==> src/design/gbn_pkg.sv <==
`timescale 1ns / 1ps

package gbn_pkg;

	// fixed field widths
	localparam int OPCODE_W  = 2;
	localparam int PAYLOAD_W = 32;
	localparam int TCMD_W    = 2;

	// defaults for the top-level parameters
	localparam int DEF_SEQ_SPACE = 8;
	localparam int DEF_WINDOW    = 4;

	// request kinds
	localparam logic [OPCODE_W-1:0] OP_SEND    = 2'd0;
	localparam logic [OPCODE_W-1:0] OP_ACK     = 2'd1;
	localparam logic [OPCODE_W-1:0] OP_TIMEOUT = 2'd2;

	// timer commands
	localparam logic [TCMD_W-1:0] TMR_NONE    = 2'd0;
	localparam logic [TCMD_W-1:0] TMR_START   = 2'd1;
	localparam logic [TCMD_W-1:0] TMR_STOP    = 2'd2;
	localparam logic [TCMD_W-1:0] TMR_RESTART = 2'd3;

	// sequencer states, one-hot
	typedef enum logic [3:0] {
		ST_IDLE = 4'b0001,
		ST_EXEC = 4'b0010,
		ST_READ = 4'b0100,
		ST_EMIT = 4'b1000
	} state_t;

endpackage

==> src/design/go_back_n_sender.sv <==
`timescale 1ns / 1ps

// Channel  | Dir | Handshake              | Payload
// ---------+-----+------------------------+--------------------------------------------
// request  | in  | s_axis_tvalid / tready | tuser: opcode; tdata: payload, ack_number,
//          |     |                        |   ack_checksum_ok
// result   | out | m_axis_tvalid / tready | tdata: result fields; tlast: last
//
// A send or an ack is accepted, then executed; a timeout is accepted, executed and,
// for N buffered packets, walks them with one payload RAM read (ST_READ) and one
// result (ST_EMIT) per packet. The RAM's registered read port sets the retransmit pace.
// Intake stays closed from accept until the last result of a request is loaded
// into the output register; a stalled result holds the sequencer.
// Reset (arst_n low) empties the window; payload RAM contents are not cleared.
module go_back_n_sender #(
	parameter int SEQ_SPACE = gbn_pkg::DEF_SEQ_SPACE,
	parameter int WINDOW    = gbn_pkg::DEF_WINDOW,
	localparam int SEQ_W    = $clog2(SEQ_SPACE),
	localparam int IN_W     = gbn_pkg::PAYLOAD_W + SEQ_W + 1,
	localparam int IN_DW    = ((IN_W + 7) / 8) * 8,
	localparam int OUT_W    = 3 + 2 * SEQ_W + gbn_pkg::PAYLOAD_W + gbn_pkg::TCMD_W,
	localparam int OUT_DW   = ((OUT_W + 7) / 8) * 8
) (
	input  logic                        clk,
	input  logic                        arst_n,
	input  logic                        s_axis_tvalid,
	output logic                        s_axis_tready,
	// payload, ack_number, ack_checksum_ok (from bit 0 up), zero padded
	input  logic [IN_DW-1:0]            s_axis_tdata,
	// opcode
	input  logic [gbn_pkg::OPCODE_W-1:0] s_axis_tuser,
	output logic                        m_axis_tvalid,
	input  logic                        m_axis_tready,
	// accepted, packet_valid, packet_seq, packet_payload, timer_command,
	// timer_tag, window_full (from bit 0 up), zero padded
	output logic [OUT_DW-1:0]           m_axis_tdata,
	output logic                        m_axis_tlast
);

	import gbn_pkg::*;

	localparam int CAP    = (WINDOW < SEQ_SPACE) ? WINDOW : SEQ_SPACE - 1;
	localparam int CNT_W  = $clog2(CAP + 1);
	localparam int RING_W = (WINDOW > 1) ? $clog2(WINDOW) : 1;
	localparam int RS_W   = RING_W + 1;
	localparam int SQ_W   = SEQ_W + 1;

	// modulo-SEQ_SPACE increment
	function automatic logic [SEQ_W-1:0] seq_inc(input logic [SEQ_W-1:0] v);
		logic [SQ_W-1:0] s;
		s = SQ_W'(v) + SQ_W'(1);
		if (s >= SQ_W'(SEQ_SPACE)) begin
			s = '0;
		end
		return s[SEQ_W-1:0];
	endfunction

	// ring slot plus a step of at most WINDOW, modulo WINDOW
	function automatic logic [RING_W-1:0] ring_add(input logic [RING_W-1:0] v,
	                                               input logic [CNT_W-1:0] n);
		logic [RS_W-1:0] s;
		s = RS_W'(v) + RS_W'(n);
		if (s >= RS_W'(WINDOW)) begin
			s = s - RS_W'(WINDOW);
		end
		return s[RING_W-1:0];
	endfunction

	state_t state_q, state_d;

	// window state
	logic [SEQ_W-1:0]  base_q, base_d;
	logic [SEQ_W-1:0]  next_q, next_d;
	logic [CNT_W-1:0]  count_q, count_d;
	logic [RING_W-1:0] head_q, head_d;

	// latched request
	logic [OPCODE_W-1:0]  op_q;
	logic [PAYLOAD_W-1:0] pay_q;
	logic [SEQ_W-1:0]     ack_q;
	logic                 ok_q;

	// retransmit walker
	logic [CNT_W-1:0]  idx_q, idx_d;
	logic [SEQ_W-1:0]  rseq_q, rseq_d;
	logic [RING_W-1:0] rslot_q, rslot_d;

	// output register
	logic                 m_valid_q;
	logic                 acc_q, pv_q, wf_q, last_q;
	logic [SEQ_W-1:0]     seq_q, tag_q;
	logic [PAYLOAD_W-1:0] opay_q;
	logic [TCMD_W-1:0]    tcmd_q;

	// next result
	logic                 load_out;
	logic                 o_acc, o_pv, o_wf, o_last;
	logic [SEQ_W-1:0]     o_seq, o_tag;
	logic [PAYLOAD_W-1:0] o_pay;
	logic [TCMD_W-1:0]    o_tcmd;

	logic                 out_free;
	logic                 in_fire;
	logic                 ram_we;
	logic [RING_W-1:0]    ram_waddr;
	logic [PAYLOAD_W-1:0] ram_rdata;

	// ack arithmetic
	logic [SQ_W-1:0]  ack_gap;
	logic             ack_hit;
	logic [CNT_W-1:0] drop;

	assign s_axis_tready = (state_q == ST_IDLE);
	assign in_fire       = s_axis_tvalid && s_axis_tready;
	assign out_free      = !m_valid_q || m_axis_tready;

	assign m_axis_tvalid = m_valid_q;
	assign m_axis_tlast  = last_q;
	assign m_axis_tdata  = OUT_DW'({wf_q, tag_q, tcmd_q, opay_q, seq_q, pv_q, acc_q});

	// distance of the acked number from base, modulo SEQ_SPACE
	always_comb begin
		if (ack_q >= base_q) begin
			ack_gap = SQ_W'(ack_q) - SQ_W'(base_q);
		end else begin
			ack_gap = SQ_W'(ack_q) + SQ_W'(SEQ_SPACE) - SQ_W'(base_q);
		end
		ack_hit = (SQ_W'(ack_q) < SQ_W'(SEQ_SPACE)) && (ack_gap < SQ_W'(count_q));
		drop    = ack_gap[CNT_W-1:0] + CNT_W'(1);
	end

	assign ram_waddr = ring_add(head_q, count_q);

	gbn_ram #(
		.WIDTH(PAYLOAD_W),
		.DEPTH(WINDOW)
	) u_ring (
		.clk  (clk),
		.we   (ram_we),
		.waddr(ram_waddr),
		.wdata(pay_q),
		.raddr(rslot_q),
		.rdata(ram_rdata)
	);

	always_comb begin
		state_d  = state_q;
		base_d   = base_q;
		next_d   = next_q;
		count_d  = count_q;
		head_d   = head_q;
		idx_d    = idx_q;
		rseq_d   = rseq_q;
		rslot_d  = rslot_q;
		ram_we   = 1'b0;
		load_out = 1'b0;
		o_acc    = 1'b0;
		o_pv     = 1'b0;
		o_seq    = '0;
		o_pay    = '0;
		o_tcmd   = TMR_NONE;
		o_tag    = '0;
		o_wf     = (count_q >= CNT_W'(CAP));
		o_last   = 1'b1;

		unique case (state_q)
			ST_IDLE: begin
				if (in_fire) begin
					unique case (s_axis_tuser)
						OP_SEND, OP_ACK, OP_TIMEOUT: state_d = ST_EXEC;
						default:                     state_d = ST_IDLE;
					endcase
				end
			end
			ST_EXEC: begin
				if (out_free) begin
					state_d = ST_IDLE;
					unique case (op_q)
						OP_SEND: begin
							load_out = 1'b1;
							if (count_q < CNT_W'(CAP)) begin
								ram_we  = 1'b1;
								count_d = count_q + CNT_W'(1);
								next_d  = seq_inc(next_q);
								o_acc   = 1'b1;
								o_pv    = 1'b1;
								o_seq   = next_q;
								o_pay   = pay_q;
								if (count_q == '0) begin
									o_tcmd = TMR_START;
									o_tag  = base_q;
								end
								o_wf = (count_d >= CNT_W'(CAP));
							end
						end
						OP_ACK: begin
							load_out = 1'b1;
							if (ok_q) begin
								if (ack_hit) begin
									count_d = count_q - drop;
									head_d  = ring_add(head_q, drop);
									base_d  = seq_inc(ack_q);
								end
								if (count_d != '0) begin
									o_tcmd = TMR_RESTART;
									o_tag  = base_d;
								end else begin
									o_tcmd = TMR_STOP;
									o_tag  = base_q;
								end
								o_wf = (count_d >= CNT_W'(CAP));
							end
						end
						OP_TIMEOUT: begin
							if (count_q == '0) begin
								load_out = 1'b1;
								o_tcmd   = TMR_RESTART;
								o_tag    = base_q;
							end else begin
								idx_d   = '0;
								rseq_d  = base_q;
								rslot_d = head_q;
								state_d = ST_READ;
							end
						end
						default: state_d = ST_IDLE;
					endcase
				end
			end
			ST_READ: begin
				// RAM read of rslot_q lands at the end of this cycle
				state_d = ST_EMIT;
			end
			ST_EMIT: begin
				if (out_free) begin
					load_out = 1'b1;
					o_pv     = 1'b1;
					o_seq    = rseq_q;
					o_pay    = ram_rdata;
					if (idx_q == '0) begin
						o_tcmd = TMR_RESTART;
						o_tag  = base_q;
					end
					o_last  = (idx_q == count_q - CNT_W'(1));
					idx_d   = idx_q + CNT_W'(1);
					rseq_d  = seq_inc(rseq_q);
					rslot_d = ring_add(rslot_q, CNT_W'(1));
					state_d = o_last ? ST_IDLE : ST_READ;
				end
			end
			default: state_d = ST_IDLE;
		endcase
	end

	always_ff @(posedge clk or negedge arst_n) begin
		if (!arst_n) begin
			state_q   <= ST_IDLE;
			base_q    <= '0;
			next_q    <= '0;
			count_q   <= '0;
			head_q    <= '0;
			m_valid_q <= 1'b0;
		end else begin
			state_q <= state_d;
			base_q  <= base_d;
			next_q  <= next_d;
			count_q <= count_d;
			head_q  <= head_d;
			if (load_out) begin
				m_valid_q <= 1'b1;
			end else if (m_axis_tready) begin
				m_valid_q <= 1'b0;
			end
		end
	end

	always_ff @(posedge clk) begin
		if (in_fire) begin
			op_q  <= s_axis_tuser;
			pay_q <= s_axis_tdata[PAYLOAD_W-1:0];
			ack_q <= s_axis_tdata[PAYLOAD_W +: SEQ_W];
			ok_q  <= s_axis_tdata[PAYLOAD_W + SEQ_W];
		end
		idx_q   <= idx_d;
		rseq_q  <= rseq_d;
		rslot_q <= rslot_d;
		if (load_out) begin
			acc_q  <= o_acc;
			pv_q   <= o_pv;
			seq_q  <= o_seq;
			opay_q <= o_pay;
			tcmd_q <= o_tcmd;
			tag_q  <= o_tag;
			wf_q   <= o_wf;
			last_q <= o_last;
		end
	end

endmodule

==> src/design/gbn_ram.sv <==
`timescale 1ns / 1ps

// simple dual-port RAM, one write and one registered read per cycle
module gbn_ram #(
	parameter int WIDTH = 32,
	parameter int DEPTH = 4,
	localparam int AW = (DEPTH > 1) ? $clog2(DEPTH) : 1
) (
	input  logic             clk,
	input  logic             we,
	input  logic [AW-1:0]    waddr,
	input  logic [WIDTH-1:0] wdata,
	input  logic [AW-1:0]    raddr,
	output logic [WIDTH-1:0] rdata
);

	logic [WIDTH-1:0] mem_q [DEPTH];

	always_ff @(posedge clk) begin
		if (we) begin
			mem_q[waddr] <= wdata;
		end
		rdata <= mem_q[raddr];
	end

endmodule
==> config.mk <==
export PLATFORM = sky130hd
export DESIGN_NAME = go_back_n_sender
export DESIGN_NICKNAME = d
export VERILOG_FILES = /design/src/design/gbn_pkg.sv /design/src/design/go_back_n_sender.sv /design/src/design/gbn_ram.sv
export SDC_FILE = /design/constraint.sdc
export NUM_CORES = 1
export LEC_CHECK = 0
export ABC_CLOCK_PERIOD_IN_PS = 3600
export BUFFER_PORTS_ARGS = -buffer_cell sky130_fd_sc_hd__buf_2
export CAP_MARGIN = 20
export CORE_MARGIN = 2
export CORE_UTILIZATION = 45
export DETAILED_ROUTE_END_ITERATION = 10
export HOLD_SLACK_MARGIN = 0.06
export PLACE_DENSITY_LB_ADDON = 0.2
export SKIP_LAST_GASP = 1
export SLEW_MARGIN = 30
export SYNTH_ARGS = -nofsm -noshare
export SYNTH_HDL_FRONTEND = slang
export SYNTH_SLANG_ARGS = --single-unit
==> constraint.sdc <==
create_clock -name clk -period 3.6 [get_ports clk]
set_input_delay 0.72 -clock clk [delete_from_list [all_inputs] [get_ports clk]]
set_output_delay 0.72 -clock clk [all_outputs]
set_load 0.03 [all_outputs]
==> metrics.csv <==
metric;value;unit
Global Route Usage Sum;16.4;%
WP data required;3960;ps
clock sink count;266;
Lkg Pwr;4.16;nW
combinational share of power;7.0;%
via count;5123;
Inserted Clock Buffers;28;
unrepaired setup endpoints after global routing;yes;
count of mapped cells out of synthesis;552;
cell area after placement;0.0109;mm^2
clock-pin slew reported for the worst setup and hold paths after clock tree synthesis;60;ps
starting utilization of the core area;46.1;%
sequential share of the synthesized area;74.9;%
summed area of non-filler cells in the final layout;0.0118;mm^2
area grow syn2layout;16.9;%
hold buffer count at cts;0;
kind of start point of the critical path;flop;
number of placed instances, taps included;906;
WHS;123;ps
first-pass GRT wire length;30.3;mm
H-tree lvl count;1;
Worst setup EP type;flop;
register bit total from synthesis;266;
number of library cell types mapped by synthesis;56;
vertical die dimension;154;um
net switching fraction of the power;22.3;%
count of buffers inserted at the top-level ports;87;
yosys synthesis warning count;0;
count of final max-slew check failures;0;
Clock Tree Root;sky130_fd_sc_hd__clkbuf_16;
std cell rows;54;
total power per unit cell area;574;mW/mm^2
Mapped Avg Cell Area;18.3;um^2
number of setup violations in the final report;0;
maximum fanout count along the critical path;5;
skew final;16.2;ps
Post-route DRC;0;
routed length per placed instance;20.0;um
critical path type;flop to flop;
slew of the pin with the lowest slew margin;681;ps
Hold Violations, Final;0;
crit-path cells;inv_1 > ha_1 > inv_1 > fa_1 > ha_1 > inv_1 > fa_1 > xnor3_1 > xnor2_1 > nor3b_2 > or3_4 > o22ai_1;
number of maximum-capacitance violations;0;
Clk pwr share;41.0;%
vias in the first global route;5375;
number of antenna cells inserted;0;
pin count of the biggest net entering global routing;39;
remaining max-slew budget at the tightest pin;54.4;%
register share of total power;52.0;%
DR iter-0 viols;327;
total net switching power;1.51;mW
internal cell power;5.27;mW
final std cells w/o fill;958;
Antenna Violating Nets Remaining;0;
buffers from clock root to sink, at most;3;
Final Wtd Congestion;0.843;
number of flops mapped to enable cells by yosys;218;
hpwl dp;11.4;mm
Async S/R FF share, synth;6.02;%
clock insertion delay at the later pin of the skew report;530;ps
outcome;finished, final reports clean;
per-cell via count in the routed design;5.35;
full die area;0.0237;mm^2
number of nets at the end of the flow;724;
cell at the slowest stage of the critical path;sky130_fd_sc_hd__fa_1;
prevailing post-synth register cell;sky130_fd_sc_hd__edfxtp_1;
Tmin final;3470;ps
fraction of layout cells with a size suffix above 1;28.3;%
initial antenna violation count;0;
final wirelength;19.1;mm
overall power;6.79;mW
area of the mapped netlist;0.0101;mm^2
achievable clock frequency;0.288;GHz
number of primary I/O pins;97;
Pre-antenna DRT Iters;4;
total overflow reported by the global router;0;
class of the most critical hold timing path;input pin to async pin;
share of the clock period used by the worst path;96.4;%
critical path arrival;3830;ps
final core utilization;53.9;%
peak ir drop on the vdd network;0.491;mV
clock tree from TritonCTS;yes;
cell occurring most often along the worst timing path;sky130_fd_sc_hd__inv_1;
total core area;0.0220;mm^2
Die Wd;154;um
peak per-stage delay on the critical path;480;ps
## power groups by stage
stage	sequential, mW	clock (mW)	combinational [mW]
2_1_floorplan	3.59	0	0.300
3_3_place_gp	3.58	0	0.449
3_5_place_dp	3.59	0	0.464
4_1_cts	3.53	2.85	0.469
5_1_grt	3.54	2.98	0.525
6_report	3.53	2.78	0.475
## worst max-delay path, delay by kind of cell (launching register included)
family          cells  cell delay [ps]
xor+xnor            2              620
buf+inv             3              240
simple gates        2              430
compound gates      1              190
fa+ha+maj           4             1390
flops               1              450
## timing repair
| item | in CTS | in global routing |
|---|---|---|
| resized for setup | 0 | 2 |
| endpoints found under the setup margin | 0 | 4 |
| setup buffers | 0 | 0 |
## Yosys cell counts (all sizes together), types with 8 or more instances
library cell / count / area, um^2
a21oi: 8 / 40.0
o21ai: 18 / 90.1
edfxtp: 218 / 6550
nand2: 17 / 63.8
xnor2: 11 / 96.3
inv: 21 / 78.8
nand3: 14 / 87.6
nor2: 15 / 58.8
buf: 23 / 155
ha: 19 / 238
a22o: 36 / 315
dfxtp: 32 / 641
mux4: 32 / 721
dfrtp: 15 / 375
## registers in the layout, indices dropped and copies added (netlist names), 2 cells and up
register      cells
opay_q           32
next_q            3
count_q           3
op_q              2
rseq_q            3
rslot_q           2
ack_q             3
base_q            3
idx_q             3
head_q            2
u_ring.rdata     32
tag_q             3
pay_q            32
u_ring.mem_q    128
state_q           4
seq_q             3
tcmd_q            2
## per-stage QoR
step	TNS [ps]	worst slack (ps)
finish	0	130
global route	-27.0	-27.0
CTS	0	166
detailed placement	0	229
global placement	0	239
floorplan	-27260	-426
## cell families after synthesis
logic type,after synthesis,synth area share (%)
and+or+nand+nor,78,4.39
DFF,266,74.9
buffers and inverters,51,2.57
muxes,39,7.85
other,1,0.0370
xor gates and xnor gates,15,1.43
adders and majority gates,22,2.94
AOI/OAI and AO/OA,80,5.84
## path summary, 6_finish.rpt
kind	from	to	slack [ps]	depth (start not counted)
min	arst_n	state_q[1]	120	1
max reg2reg	ack_q[0]	tag_q[1]	130	12
max	ack_q[0]	tag_q[1]	130	12
min reg2reg	u_ring.rdata[6]	opay_q[6]	520	1
max in group asynchronous	arst_n	state_q[0]	3150	1
min in group clk	s_axis_tdata[3]	pay_q[3]	360	1
## cells in the final DEF (no fill, tap or decap), types with 4 or more instances in the layout
cell,n
sky130_fd_sc_hd__a21oi_1,7
sky130_fd_sc_hd__a22o_1,36
sky130_fd_sc_hd__and2_1,4
sky130_fd_sc_hd__buf_2,87
sky130_fd_sc_hd__buf_4,10
sky130_fd_sc_hd__clkbuf_1,6
sky130_fd_sc_hd__clkbuf_16,28
sky130_fd_sc_hd__clkinv_1,6
sky130_fd_sc_hd__clkinv_2,5
sky130_fd_sc_hd__conb_1,5
sky130_fd_sc_hd__dfrtp_1,15
sky130_fd_sc_hd__dfxtp_1,32
sky130_fd_sc_hd__edfxtp_1,218
sky130_fd_sc_hd__ha_1,19
sky130_fd_sc_hd__inv_1,20
sky130_fd_sc_hd__mux2i_1,4
sky130_fd_sc_hd__mux4_2,32
sky130_fd_sc_hd__nand2_1,17
sky130_fd_sc_hd__nand3_1,12
sky130_fd_sc_hd__nor2_1,11
sky130_fd_sc_hd__nor2b_1,5
sky130_fd_sc_hd__o21ai_0,18
sky130_fd_sc_hd__xnor2_1,11
## per-layer routing
metal  wire, um  GRT usage [%]  up-vias
met5          0              0        -
met4        358           4.14        0
met3        700           2.82       25
met2       9450           27.7      101
met1       8620           22.4     2631
li1           -              -     2366
## final cells by class
type / instances / area (um^2)
clock buffers: 34 / 723
inverters: 21 / 78.8
clock inverters: 18 / 180
repair buffers: 100 / 571
fillers: 1739 / 10100
multi-input cells: 239 / 2340
flip-flops and latches: 266 / 7590
well taps: 280 / 350
(Power assumes the default switching activity.)
